==> config.mk <==
export PLATFORM = sky130hd
export DESIGN_NAME = ie_list_search_top_flat
export DESIGN_NICKNAME = d
export VERILOG_FILES = /design/src/ie_ls_pkg.sv /design/src/ie_ls_if.sv /design/src/ie_list_search_top.sv /design/src/flat_wrapper.sv
export SDC_FILE = /design/constraint.sdc
export NUM_CORES = 1
export LEC_CHECK = 0
export BUFFER_PORTS_ARGS = -buffer_cell sky130_fd_sc_hd__buf_2
export CORE_ASPECT_RATIO = 1.75
export CORE_MARGIN = 2
export CORE_UTILIZATION = 67
export CTS_BUF_LIST = sky130_fd_sc_hd__clkbuf_4 sky130_fd_sc_hd__clkbuf_8
export CTS_CLUSTER_DIAMETER = 50
export DETAILED_ROUTE_END_ITERATION = 8
export PLACE_DENSITY = 0.95
export REMOVE_ABC_BUFFERS = 1
export SETUP_SLACK_MARGIN = 0.5
export SYNTH_ARGS = -nofsm -noshare
export SYNTH_HDL_FRONTEND = slang
export SYNTH_SLANG_ARGS = --single-unit
==> constraint.sdc <==
create_clock -name clk_i -period 7.6 [get_ports clk_i]
set_input_delay 0.38 -clock clk_i [delete_from_list [all_inputs] [get_ports clk_i]]
set_output_delay 0.38 -clock clk_i [all_outputs]
set_load 0.1 [all_outputs]
==> src/ie_ls_pkg.sv <==
// Package for the information-element list search block.
// Holds the phase type, register indexes, mode codes and descriptor masks.
// No dependencies.
package ie_ls_pkg;

  // Field widths
  localparam int unsigned ByteW = 8;
  localparam int unsigned PosW  = 16;
  localparam int unsigned LenW  = 11;
  localparam int unsigned ModeW = 2;
  localparam int unsigned CfgIdxW = 2;
  localparam int unsigned CfgDataW = 8;

  // Configuration register indexes
  localparam logic [CfgIdxW-1:0] RegMode        = 2'd0;
  localparam logic [CfgIdxW-1:0] RegTargetId    = 2'd1;
  localparam logic [CfgIdxW-1:0] RegTargetLong  = 2'd2;
  localparam logic [CfgIdxW-1:0] RegTargetSubId = 2'd3;

  // Descriptor layouts
  localparam logic [ModeW-1:0] ModeHeader = 2'd0;
  localparam logic [ModeW-1:0] ModePayload = 2'd1;
  localparam logic [ModeW-1:0] ModeNested = 2'd2;
  localparam logic [ModeW-1:0] ModeHeaderSub = 2'd3;

  // Descriptor masks
  localparam logic [15:0] HdrLenMask   = 16'h007f;
  localparam logic [15:0] HdrIdMask    = 16'h7f80;
  localparam logic [15:0] LongLenMask  = 16'h07ff;
  localparam logic [15:0] LongIdMask   = 16'h7800;
  localparam logic [15:0] ShortLenMask = 16'h00ff;
  localparam logic [15:0] ShortIdMask  = 16'h7f00;
  localparam logic [15:0] LongFlagMask = 16'h8000;

  // Parser phase
  typedef enum logic [2:0] {
    PH_DESC_LO = 3'd0,
    PH_DESC_HI = 3'd1,
    PH_SKIP    = 3'd2,
    PH_SUBID   = 3'd3,
    PH_PENDING = 3'd4,
    PH_DONE    = 3'd5
  } phase_e;

endpackage

==> src/ie_ls_if.sv <==
// Valid/ready channel interfaces for the information-element list search.
// Depends on ie_ls_pkg for field widths.
interface ie_ls_in_if
  import ie_ls_pkg::*;
();
  logic             valid;
  logic             ready;
  logic [ByteW-1:0] data_byte;
  logic             last;

  modport source (output valid, output data_byte, output last, input ready);
  modport sink   (input valid, input data_byte, input last, output ready);
endinterface

interface ie_ls_out_if
  import ie_ls_pkg::*;
();
  logic            valid;
  logic            ready;
  logic            found;
  logic [PosW-1:0] content_offset;
  logic [LenW-1:0] content_length;

  modport source (output valid, output found, output content_offset,
                  output content_length, input ready);
  modport sink   (input valid, input found, input content_offset,
                  input content_length, output ready);
endinterface

==> src/ie_list_search_top.sv <==
// Results are registered: a result shows in the output register in the cycle after the byte that decides it is taken.
// Throughput: one byte per cycle; a byte is taken whenever the output register is
// empty or being emptied in the same cycle.
// Reset (rst_ni, asynchronous, active low): config and control registers to zero,
// parser awaits a descriptor low byte at list position zero, output register empty.
module ie_list_search_top
  import ie_ls_pkg::*;
(
  input  logic                clk_i,
  input  logic                rst_ni,
  input  logic                cfg_we_i,
  input  logic [CfgIdxW-1:0]  cfg_idx_i,
  input  logic [CfgDataW-1:0] cfg_data_i,
  ie_ls_in_if.sink            in_if,
  ie_ls_out_if.source         out_if
);

  // Configuration registers
  logic [ModeW-1:0] mode_q;
  logic [ByteW-1:0] target_id_q;
  logic             target_long_q;
  logic [ByteW-1:0] target_sub_id_q;

  // Parser state
  phase_e           phase_q, phase_d;
  logic [PosW-1:0]  pos_q, pos_d;
  logic [ByteW-1:0] desc_lo_q;
  logic [LenW-1:0]  skip_q, skip_d;
  logic [PosW-1:0]  pend_off_q, pend_off_d;
  logic [LenW-1:0]  pend_len_q, pend_len_d;

  // Output register
  logic            out_valid_q;
  logic            out_found_q;
  logic [PosW-1:0] out_off_q;
  logic [LenW-1:0] out_len_q;

  logic            in_acc;
  logic            emit;
  logic            res_found;
  logic [PosW-1:0] res_off;
  logic [LenW-1:0] res_len;

  // Descriptor decode
  logic [15:0]     desc;
  logic [LenW-1:0] d_len;
  logic            d_hit;
  logic [PosW-1:0] start;

  assign in_if.ready = !out_valid_q || out_if.ready;
  assign in_acc      = in_if.valid && in_if.ready;

  // Configuration writes
  always_ff @(posedge clk_i or negedge rst_ni) begin
    if (!rst_ni) begin
      mode_q          <= ModeHeader;
      target_id_q     <= '0;
      target_long_q   <= 1'b0;
      target_sub_id_q <= '0;
    end else if (cfg_we_i) begin
      unique case (cfg_idx_i)
        RegMode:        mode_q          <= cfg_data_i[ModeW-1:0];
        RegTargetId:    target_id_q     <= cfg_data_i;
        RegTargetLong:  target_long_q   <= cfg_data_i[0];
        RegTargetSubId: target_sub_id_q <= cfg_data_i;
        default: ;
      endcase
    end
  end

  // Split the descriptor by the selected layout and compare the ID
  assign desc  = {in_if.data_byte, desc_lo_q};
  assign start = pos_q + PosW'(1);

  always_comb begin
    d_len = '0;
    d_hit = 1'b0;
    unique case (mode_q)
      ModePayload: begin
        d_len = LenW'(desc & LongLenMask);
        d_hit = 4'((desc & LongIdMask) >> 11) == target_id_q[3:0];
      end
      ModeNested: begin
        if ((desc & LongFlagMask) != 16'h0) begin
          d_len = LenW'(desc & LongLenMask);
          d_hit = (4'((desc & LongIdMask) >> 11) == target_id_q[3:0]) && target_long_q;
        end else begin
          d_len = LenW'(desc & ShortLenMask);
          d_hit = (7'((desc & ShortIdMask) >> 8) == target_id_q[6:0]) && !target_long_q;
        end
      end
      default: begin
        d_len = LenW'(desc & HdrLenMask);
        d_hit = 8'((desc & HdrIdMask) >> 7) == target_id_q;
      end
    endcase
  end

  // Next state and result for the byte on the input
  always_comb begin
    phase_d    = phase_q;
    pos_d      = pos_q + PosW'(1);
    skip_d     = skip_q;
    pend_off_d = pend_off_q;
    pend_len_d = pend_len_q;
    emit       = 1'b0;
    res_found  = 1'b0;
    res_off    = '0;
    res_len    = '0;

    unique case (phase_q)
      PH_DESC_LO: phase_d = PH_DESC_HI;
      PH_DESC_HI: begin
        if (mode_q == ModeHeaderSub) begin
          if (d_hit && d_len != '0) begin
            pend_off_d = start + PosW'(1);
            pend_len_d = d_len - LenW'(1);
            phase_d    = PH_SUBID;
          end else begin
            skip_d  = d_len;
            phase_d = (d_len != '0) ? PH_SKIP : PH_DESC_LO;
          end
        end else if (d_hit && mode_q == ModeNested && d_len != '0) begin
          pend_off_d = start;
          pend_len_d = d_len;
          skip_d     = d_len;
          phase_d    = PH_PENDING;
        end else if (d_hit) begin
          emit      = 1'b1;
          res_found = 1'b1;
          res_off   = start;
          res_len   = d_len;
          phase_d   = PH_DONE;
        end else begin
          skip_d  = d_len;
          phase_d = (d_len != '0) ? PH_SKIP : PH_DESC_LO;
        end
      end
      PH_SKIP: begin
        skip_d = skip_q - LenW'(1);
        if (skip_d == '0) phase_d = PH_DESC_LO;
      end
      PH_SUBID: begin
        if (in_if.data_byte == target_sub_id_q) begin
          emit      = 1'b1;
          res_found = 1'b1;
          res_off   = pend_off_q;
          res_len   = pend_len_q;
          phase_d   = PH_DONE;
        end else begin
          skip_d  = pend_len_q;
          phase_d = (pend_len_q != '0) ? PH_SKIP : PH_DESC_LO;
        end
      end
      PH_PENDING: begin
        skip_d = skip_q - LenW'(1);
        if (skip_d == '0) begin
          emit      = 1'b1;
          res_found = 1'b1;
          res_off   = pend_off_q;
          res_len   = pend_len_q;
          phase_d   = PH_DONE;
        end
      end
      default: ;
    endcase

    // End of list: report not found unless a match was already given
    if (in_if.last) begin
      if (!emit && phase_q != PH_DONE) begin
        emit = 1'b1;
      end
      phase_d = PH_DESC_LO;
      pos_d   = '0;
      skip_d  = '0;
    end
  end

  // State update on each accepted item
  always_ff @(posedge clk_i or negedge rst_ni) begin
    if (!rst_ni) begin
      phase_q    <= PH_DESC_LO;
      pos_q      <= '0;
      skip_q     <= '0;
      pend_off_q <= '0;
      pend_len_q <= '0;
    end else if (in_acc) begin
      phase_q    <= phase_d;
      pos_q      <= pos_d;
      skip_q     <= skip_d;
      pend_off_q <= pend_off_d;
      pend_len_q <= pend_len_d;
    end
  end

  // Descriptor low byte holds payload only
  always_ff @(posedge clk_i) begin
    if (in_acc && phase_q == PH_DESC_LO) desc_lo_q <= in_if.data_byte;
  end

  // Output register
  always_ff @(posedge clk_i or negedge rst_ni) begin
    if (!rst_ni) begin
      out_valid_q <= 1'b0;
    end else if (in_acc && emit) begin
      out_valid_q <= 1'b1;
    end else if (out_if.ready) begin
      out_valid_q <= 1'b0;
    end
  end

  always_ff @(posedge clk_i) begin
    if (in_acc && emit) begin
      out_found_q <= res_found;
      out_off_q   <= res_off;
      out_len_q   <= res_len;
    end
  end

  assign out_if.valid          = out_valid_q;
  assign out_if.found          = out_found_q;
  assign out_if.content_offset = out_off_q;
  assign out_if.content_length = out_len_q;

  // Checks
  a_last_resets: assert property (@(posedge clk_i) disable iff (!rst_ni)
    in_acc && in_if.last |=> phase_q == PH_DESC_LO && pos_q == '0 && skip_q == '0)
    else $error("list end did not restart the parser");

  a_skip_nonzero: assert property (@(posedge clk_i) disable iff (!rst_ni)
    phase_q == PH_SKIP || phase_q == PH_PENDING |-> skip_q != '0)
    else $error("skip phase with zero count");

  a_last_gives_result: assert property (@(posedge clk_i) disable iff (!rst_ni)
    in_acc && in_if.last && phase_q != PH_DONE |=> out_valid_q)
    else $error("list ended without a result");

  a_not_found_zero: assert property (@(posedge clk_i) disable iff (!rst_ni)
    out_valid_q && !out_found_q |-> out_off_q == '0 && out_len_q == '0)
    else $error("not-found item carries offset or length");

  a_done_no_emit: assert property (@(posedge clk_i) disable iff (!rst_ni)
    in_acc && phase_q == PH_DONE |-> !emit)
    else $error("second result for one list");

endmodule

==> src/flat_wrapper.sv <==
// flat-port wrapper written by rule: the top's interface ports become plain ports
module ie_list_search_top_flat import ie_ls_pkg::*;
  (clk_i, rst_ni, cfg_we_i, cfg_idx_i, cfg_data_i, in_if_valid, in_if_data_byte, in_if_last, in_if_ready, out_if_valid, out_if_found, out_if_content_offset, out_if_content_length, out_if_ready);
  ie_ls_in_if in_if_i ();
  ie_ls_out_if out_if_i ();
  input  logic clk_i;
  input  logic rst_ni;
  input  logic cfg_we_i;
  input  logic [CfgIdxW-1:0] cfg_idx_i;
  input  logic [CfgDataW-1:0] cfg_data_i;
  input wire logic [$bits(in_if_i.valid)-1:0] in_if_valid;
  input wire logic [$bits(in_if_i.data_byte)-1:0] in_if_data_byte;
  input wire logic [$bits(in_if_i.last)-1:0] in_if_last;
  output wire logic [$bits(in_if_i.ready)-1:0] in_if_ready;
  output wire logic [$bits(out_if_i.valid)-1:0] out_if_valid;
  output wire logic [$bits(out_if_i.found)-1:0] out_if_found;
  output wire logic [$bits(out_if_i.content_offset)-1:0] out_if_content_offset;
  output wire logic [$bits(out_if_i.content_length)-1:0] out_if_content_length;
  input wire logic [$bits(out_if_i.ready)-1:0] out_if_ready;
  assign in_if_i.valid = in_if_valid;
  assign in_if_i.data_byte = in_if_data_byte;
  assign in_if_i.last = in_if_last;
  assign in_if_ready = in_if_i.ready;
  assign out_if_valid = out_if_i.valid;
  assign out_if_found = out_if_i.found;
  assign out_if_content_offset = out_if_i.content_offset;
  assign out_if_content_length = out_if_i.content_length;
  assign out_if_i.ready = out_if_ready;
  ie_list_search_top u_core (.clk_i(clk_i), .rst_ni(rst_ni), .cfg_we_i(cfg_we_i), .cfg_idx_i(cfg_idx_i), .cfg_data_i(cfg_data_i), .in_if(in_if_i), .out_if(out_if_i));
endmodule
==> results of run 1 <==
[placed cells by master, fill, tap and decap left out, types with 14 or more instances in the layout]
master and instances:
edfxtp_1 36, xor2_1 29, nand2_1 42, mux2_2 26, nor4_1 15, dfrtp_1 77, clkbuf_8 19, o31ai_1 15
nor3_1 20, xnor2_1 30, o21ai_0 63, o2bb2ai_1 26, buf_2 52, inv_1 14, nor2_1 34
[logic make-up (layout without fill, tap and decap cells)]
logic type / count (synthesis) / after routing / synth area share, %
AOI/OAI and AO/OA: 185 / 185 / 20.1
xor gates and xnor gates: 59 / 59 / 8.09
adders and majority gates: 9 / 9 / 1.76
buffers and inverters: 51 / 103 / 3.29
DFF: 113 / 113 / 47.1
muxes: 27 / 27 / 4.74
and+or+nand+nor: 177 / 177 / 14.9
[worst paths after layout]
path	depth (start not counted)	from	slack (ps)	endpoint
setup / recovery	6	u_core.desc_lo_q[4]	3730	u_core.out_if.content_length[0]
hold / removal	1	rst_ni	90	u_core.pend_off_q[6]
setup reg to reg	6	u_core.desc_lo_q[4]	3730	u_core.out_if.content_length[0]
hold reg to reg	2	u_core.pos_q[15]	510	u_core.pos_q[15]
max in group asynchronous	1	rst_ni	6810	u_core.mode_q[1]
min in group clk_i	2	cfg_data_i[4]	190	u_core.target_id_q[4]
[sequential cells by signal, summed over array words and instances, names as in the netlist]
signal	count
u_core.target_id_q	8
u_core.skip_q	11
u_core.pend_len_q	11
u_core.target_sub_id_q	8
u_core.out_if.content_length	11
u_core.desc_lo_q	8
u_core.target_long_q	1
u_core.pend_off_q	16
u_core.out_if.content_offset	16
u_core.phase_q	3
u_core.pos_q	16
u_core.out_if.found	1
u_core.out_if.valid	1
u_core.mode_q	2
[cell type report]
| cell class | count | share of cell area [%] |
|---|---|---|
| flip-flops and latches | 113 | 42.0 |
| clock buffers | 20 | 3.75 |
| clock inverters | 12 | 2.83 |
| repair buffers | 57 | 4.15 |
| well taps | 122 | 2.13 |
| inverters | 14 | 0.733 |
| multi-input cells | 457 | 44.5 |
[worst max-delay path, delay by kind of cell, from the launching register on]
| kind | cells | cell delay (ps) |
|---|---|---|
| AO/OA/AOI/OAI | 3 | 1650 |
| AND/OR/NAND/NOR | 2 | 1230 |
| buffers and inverters | 1 | 120 |
| flip-flops | 1 | 470 |
[per-stage QoR]
stage / util (%) / worst slack [ps]
2_1_floorplan: - / 3300
6_report: 76.7 / 3730
3_3_place_gp: 71.6 / 3830
5_1_grt: 76.7 / 3350
3_5_place_dp: 71.6 / 3790
4_1_cts: 76.7 / 3750
[report_power, final]
group / leakage [uW] / internal [uW] / switching (uW)
Sequential: 0.00136 / 729 / 121
Clock: 0.000237 / 413 / 258
Combinational: 0.00119 / 231 / 479
Total: 0.00279 / 1370 / 858
[per-layer routing]
metal  up-vias  GRT usage (%)  wire [um]
met1      2772           37.3       6220
met5         -              0          0
li1       2427              -          -
met2       352           66.6       9980
met4         0           23.8       1200
met3       115           7.72       1190
==> results.toml, run 1 <==
[placement]
io_buffers = 53
placed_area_mm2 = 0.00670
dpl.hpwl_um = 12800
dp_cells = 763
finalWeightedCongestion = 0.968

[drt]
route.detailed.drc = 0
wl_per_cell_um = 23.4
drtAntennaViolNets = 0
vias = 5666
drt-total-wl_um = 18600
first_pass_iters = 8
vias_per_cell = 7.13
drtIter0Drc = 614

[synthesis]
synth_common_cells = "dfrtp_1 (77), o21ai_0 (64), nand2_1 (42), edfxtp_1 (36), nor2_1 (34)"
synth_area_leaders = "dfrtp_1 (30%), edfxtp_1 (17%), o21ai_0 (5.0%), mux2_2 (4.6%), xnor2_1 (4.1%)"
synth_top_cell_area_share_pct = 30.2
yosys.area.top_type = "dfrtp_1"
netlist_area_mm2 = 0.00639
synth_seq_cells = 113
async_flop_share_pct = 68.1
synth_area_per_cell_um2 = 10.3
syn_inst = 621
yosys.cell_types.count = 71
seq_area_frac_synth_pct = 47.1
post-synth-top-count-cell = "dfrtp_1"
synth_edf_count = 36
synth_flop_cell = "dfrtp_1"
synth_warnings = 0

[die]
io_pins = 54
die_w_um = 77.8
die_area_mm2 = 0.0104
core_area_mm2 = 0.00935
num_rows = 47
initial_utilization_pct = 68.3
die_y_um = 133

[layout]
final_cell_area_mm2 = 0.00717
fillers = 594
multiInputGateArea_mm2 = 0.00319
syn_to_final_growth_pct = 12.2
ff_latch_area_mm2 = 0.00301
drive_above_1_share_pct = 19.3
final_nets = 693
fin_cells = 795
n_antenna_cell = 0

[worst_setup_path]
crit_path_start_kind = "flop"
cp-end-kind = "flop"
slowest_stage = "a31oi_4"
path_max_fanout = 28
path_cells = "nor3_1, o21ai_1, o41ai_1, inv_1, or3_1, a31oi_4"
max_stage_delay_ps = 910
worstSetupPathType = "flop to flop"
cp.arrival_ps = 3930
required_ps = 7660

[clocking]
cts_resized = 0
cts_tree = "yes"
htree_num_levels = 4
clockRootBuffer = "clkbuf_8"
post_cts_buffers = 0
clkTransAtPathRegs_ps = 70
numCtsBuffers = 17
clock_latency_ps = 440
clock-sinks = 113
holdBufCountCts = 0
clock_path_buffers = 2

[global_route]
track_usage_pct = 36.8
grt_pass1_wl_um = 29300
grt_overflow_total = 0
antenna_found_initial = 0
grt_pass1_vias = 5707
grt_max_degree = 78

[timing]
tightest_slew_ps = 1190
drv_slew = 0
hold_slack_ps = 93.0
hold_viol_final = 0
slew_headroom_pct = 19.8
fin_tns_setup_ps = 0
rsz0062_at_grt = "no"
max_freq_ghz = 0.258
setup_viol = 0
timing.final.crit_share_pct = 50.9
fin_skew_ps = 9.10
period_minus_slack_ps = 3870

[power_and_ir_drop]
ir_drop_mv = 0.207
p_total_uw = 2230
p_per_area_mw_per_mm2 = 311
p_leak_uw = 0.00279

[worst_hold_path]
min_path_type = "primary input to asynchronous set/reset pin"

[job]
drv_cap = 0

[outcome]
outcome = "complete, no violations"
(Power assumes the default switching activity.)
==> run 2: changes to the inputs <==
- CORE_UTILIZATION: 67 -> 62
- PLACE_DENSITY: 0.95 -> 0.89
- clock period: 7.6 -> 3.9 ns (I/O delays scaled with it)
==> run 2 against run 1 <==
Compared with the run above:
- routed wire length down 2.5%
- largest power group unchanged
- critical path type unchanged
- core utilization down 5.7 points
- critical endpoint is now u_core.pend_off_q[11]
- maximum frequency up 18%
- power up 90%
- flip-flop and latch count unchanged
- die area up 7.7%
- sequential share of layout area down 0.33 points
- non-clock buffer count up 11
- register-to-register slack worse by 3100 ps
==> results.toml, run 2 (synthesis results as in run 1) <==
[worst_setup_path]
reg2reg_to = "u_core.pend_off_q[11]"
cp.depth = 8
path_cells = "inv_1, ha_1, nor3b_1, nand2_1, nor3_1, nand4b_1, or4_1, a31o_1"
max_stage_delay_ps = 560
slowest_stage = "dfrtp_1"
cp-end-kind = "flop"
worstSetupPathType = "flop to flop"
reg2reg_slack_ps = 620
cp.arrival_ps = 3630
endpoint = "u_core.pend_off_q[11]"
reg2reg_depth = 8
path_buf_inv = 1
crit_start = "u_core.pos_q[0]"
path_max_fanout = 12
r2r_start = "u_core.pos_q[0]"
cp_top_family = "simple AND/OR/NAND/NOR gates"
required_ps = 4240
crit_path_start_kind = "flop"

[clocking]
clock_latency_ps = 460
clock_path_buffers = 2
cts_tree = "yes"
clkTransAtPathRegs_ps = 70
numCtsBuffers = 17
clock-sinks = 113
htree_num_levels = 4
clockRootBuffer = "clkbuf_8"

[timing]
drv_slew = 0
worst_slack_ps = 618
slew_headroom_pct = 32.1
fin_skew_ps = 11.5
period_minus_slack_ps = 3280
timing.final.crit_share_pct = 84.2
fin_tns_setup_ps = 0
setup_viol = 0
rsz0062_at_grt = "no"
hold_viol_final = 0
tightest_slew_ps = 1020
max_freq_ghz = 0.305

[die]
die_w_um = 80.7
io_pins = 54
die_y_um = 138
num_rows = 49
initial_utilization_pct = 62.8
die_area_mm2 = 0.0112
core_area_mm2 = 0.0102

[placement]
dpl.hpwl_um = 12500
pre_cts_ws_ps = 562
finalWeightedCongestion = 0.980
io_buffers = 53

[power_and_ir_drop]
p_leak_uw = 0.00280
ir_drop_mv = 0.329
p_per_area_mw_per_mm2 = 586

[job]
drv_cap = 0

[layout]
syn_to_final_growth_pct = 13.1
most-common-layout-cells = "dfrtp_1 (77), o21ai_0 (63), buf_2 (52)"
n_antenna_cell = 0
final_common_cell = "dfrtp_1"
drive_above_1_share_pct = 19.6
fillers = 689
final_nets = 704

[global_route]
grt_util_met1_pct = 36.0
busiest_layer = "met2"
grt_pass1_wl_um = 29200
antenna_found_initial = 0
grt_max_degree = 78
grt_overflow_total = 0
use_met2_pct = 57.5
use_met3_pct = 7.83
track_usage_pct = 34.4
grt_pass1_vias = 5777

[drt]
drtIter0Drc = 471
vias = 5601
route.detailed.drc = 0
wl_per_cell_um = 22.4
first_pass_iters = 7
drt-total-wl_um = 18100
vias_per_cell = 6.91
drtAntennaViolNets = 0

[outcome]
outcome = "complete, no violations"

[worst_hold_path]
min_path_type = "primary input to flop"
[run 2: what timing repair did]
item | 4_1_cts | 5_1_grt
buffers inserted | 0 | 0
endpoints found under the setup margin | 0 | 7
hold endpoints to repair | 88 | 0
hold buffers | 7 | 0
gates resized for setup | 0 | 1
[run 2: area by class of cell]
class	instances	area, um2	share of cell area (%)
Tap cell	127	159	2.20
Sequential cell	113	3010	41.6
Inverter	14	52.6	0.727
Clock inverter	14	180	2.49
Clock buffer	18	241	3.34
Multi-Input combinational cell	457	3190	44.1
Timing Repair Buffer	68	398	5.51
[run 2: metal layers]
metal	part of all wire, %	up-vias
li1	-	2437
met1	33	2707
met2	52	341
met3	6.3	116
met4	8.5	0
met5	0	-
[run 2: per-stage QoR]
step                      util, %  hold slack, ps  instances  area, um2  power, uW
after detailed placement     66.2             429        772       6730       3000
final                        71.0           0.615        811       7230       4240
after global placement       66.2             413        772       6730       2950
after global routing         71.0            22.1        811       7230       4410
after CTS                    71.0            4.77        811       7230       4180
after floorplan                 -            -101        584       6230       2580
[run 2: power by group]
group | leakage (uW) | switching, uW | total [uW] | internal [uW]
logic | 0.00124 | 922 | 1380 | 460
clock network | 0.000202 | 543 | 1190 | 648
registers | 0.00136 | 245 | 1660 | 1420
[run 2: worst reg2reg max path, delay by kind of cell, from the launching register on]
| kind | cells | cell delay (ps) |
|---|---|---|
| compound gates | 1 | 220 |
| fa+ha+maj | 1 | 370 |
| flops | 1 | 560 |
| buf+inv | 1 | 130 |
| simple gates | 5 | 1890 |
[run 2: how the worst min path moves through the flow]
stage / to / from / slack [ps] / cells after the start
finish: u_core.mode_q[1] / cfg_data_i[1] / 0.6 / 3
global route: u_core.target_id_q[1] / cfg_data_i[1] / 20 / 2
CTS: u_core.mode_q[1] / cfg_data_i[1] / 5 / 3
detailed placement: u_core.pend_off_q[5] / rst_ni / 430 / 1
global placement: u_core.pend_off_q[4] / rst_ni / 410 / 1
floorplan: u_core.mode_q[0] / rst_ni / -100 / 0
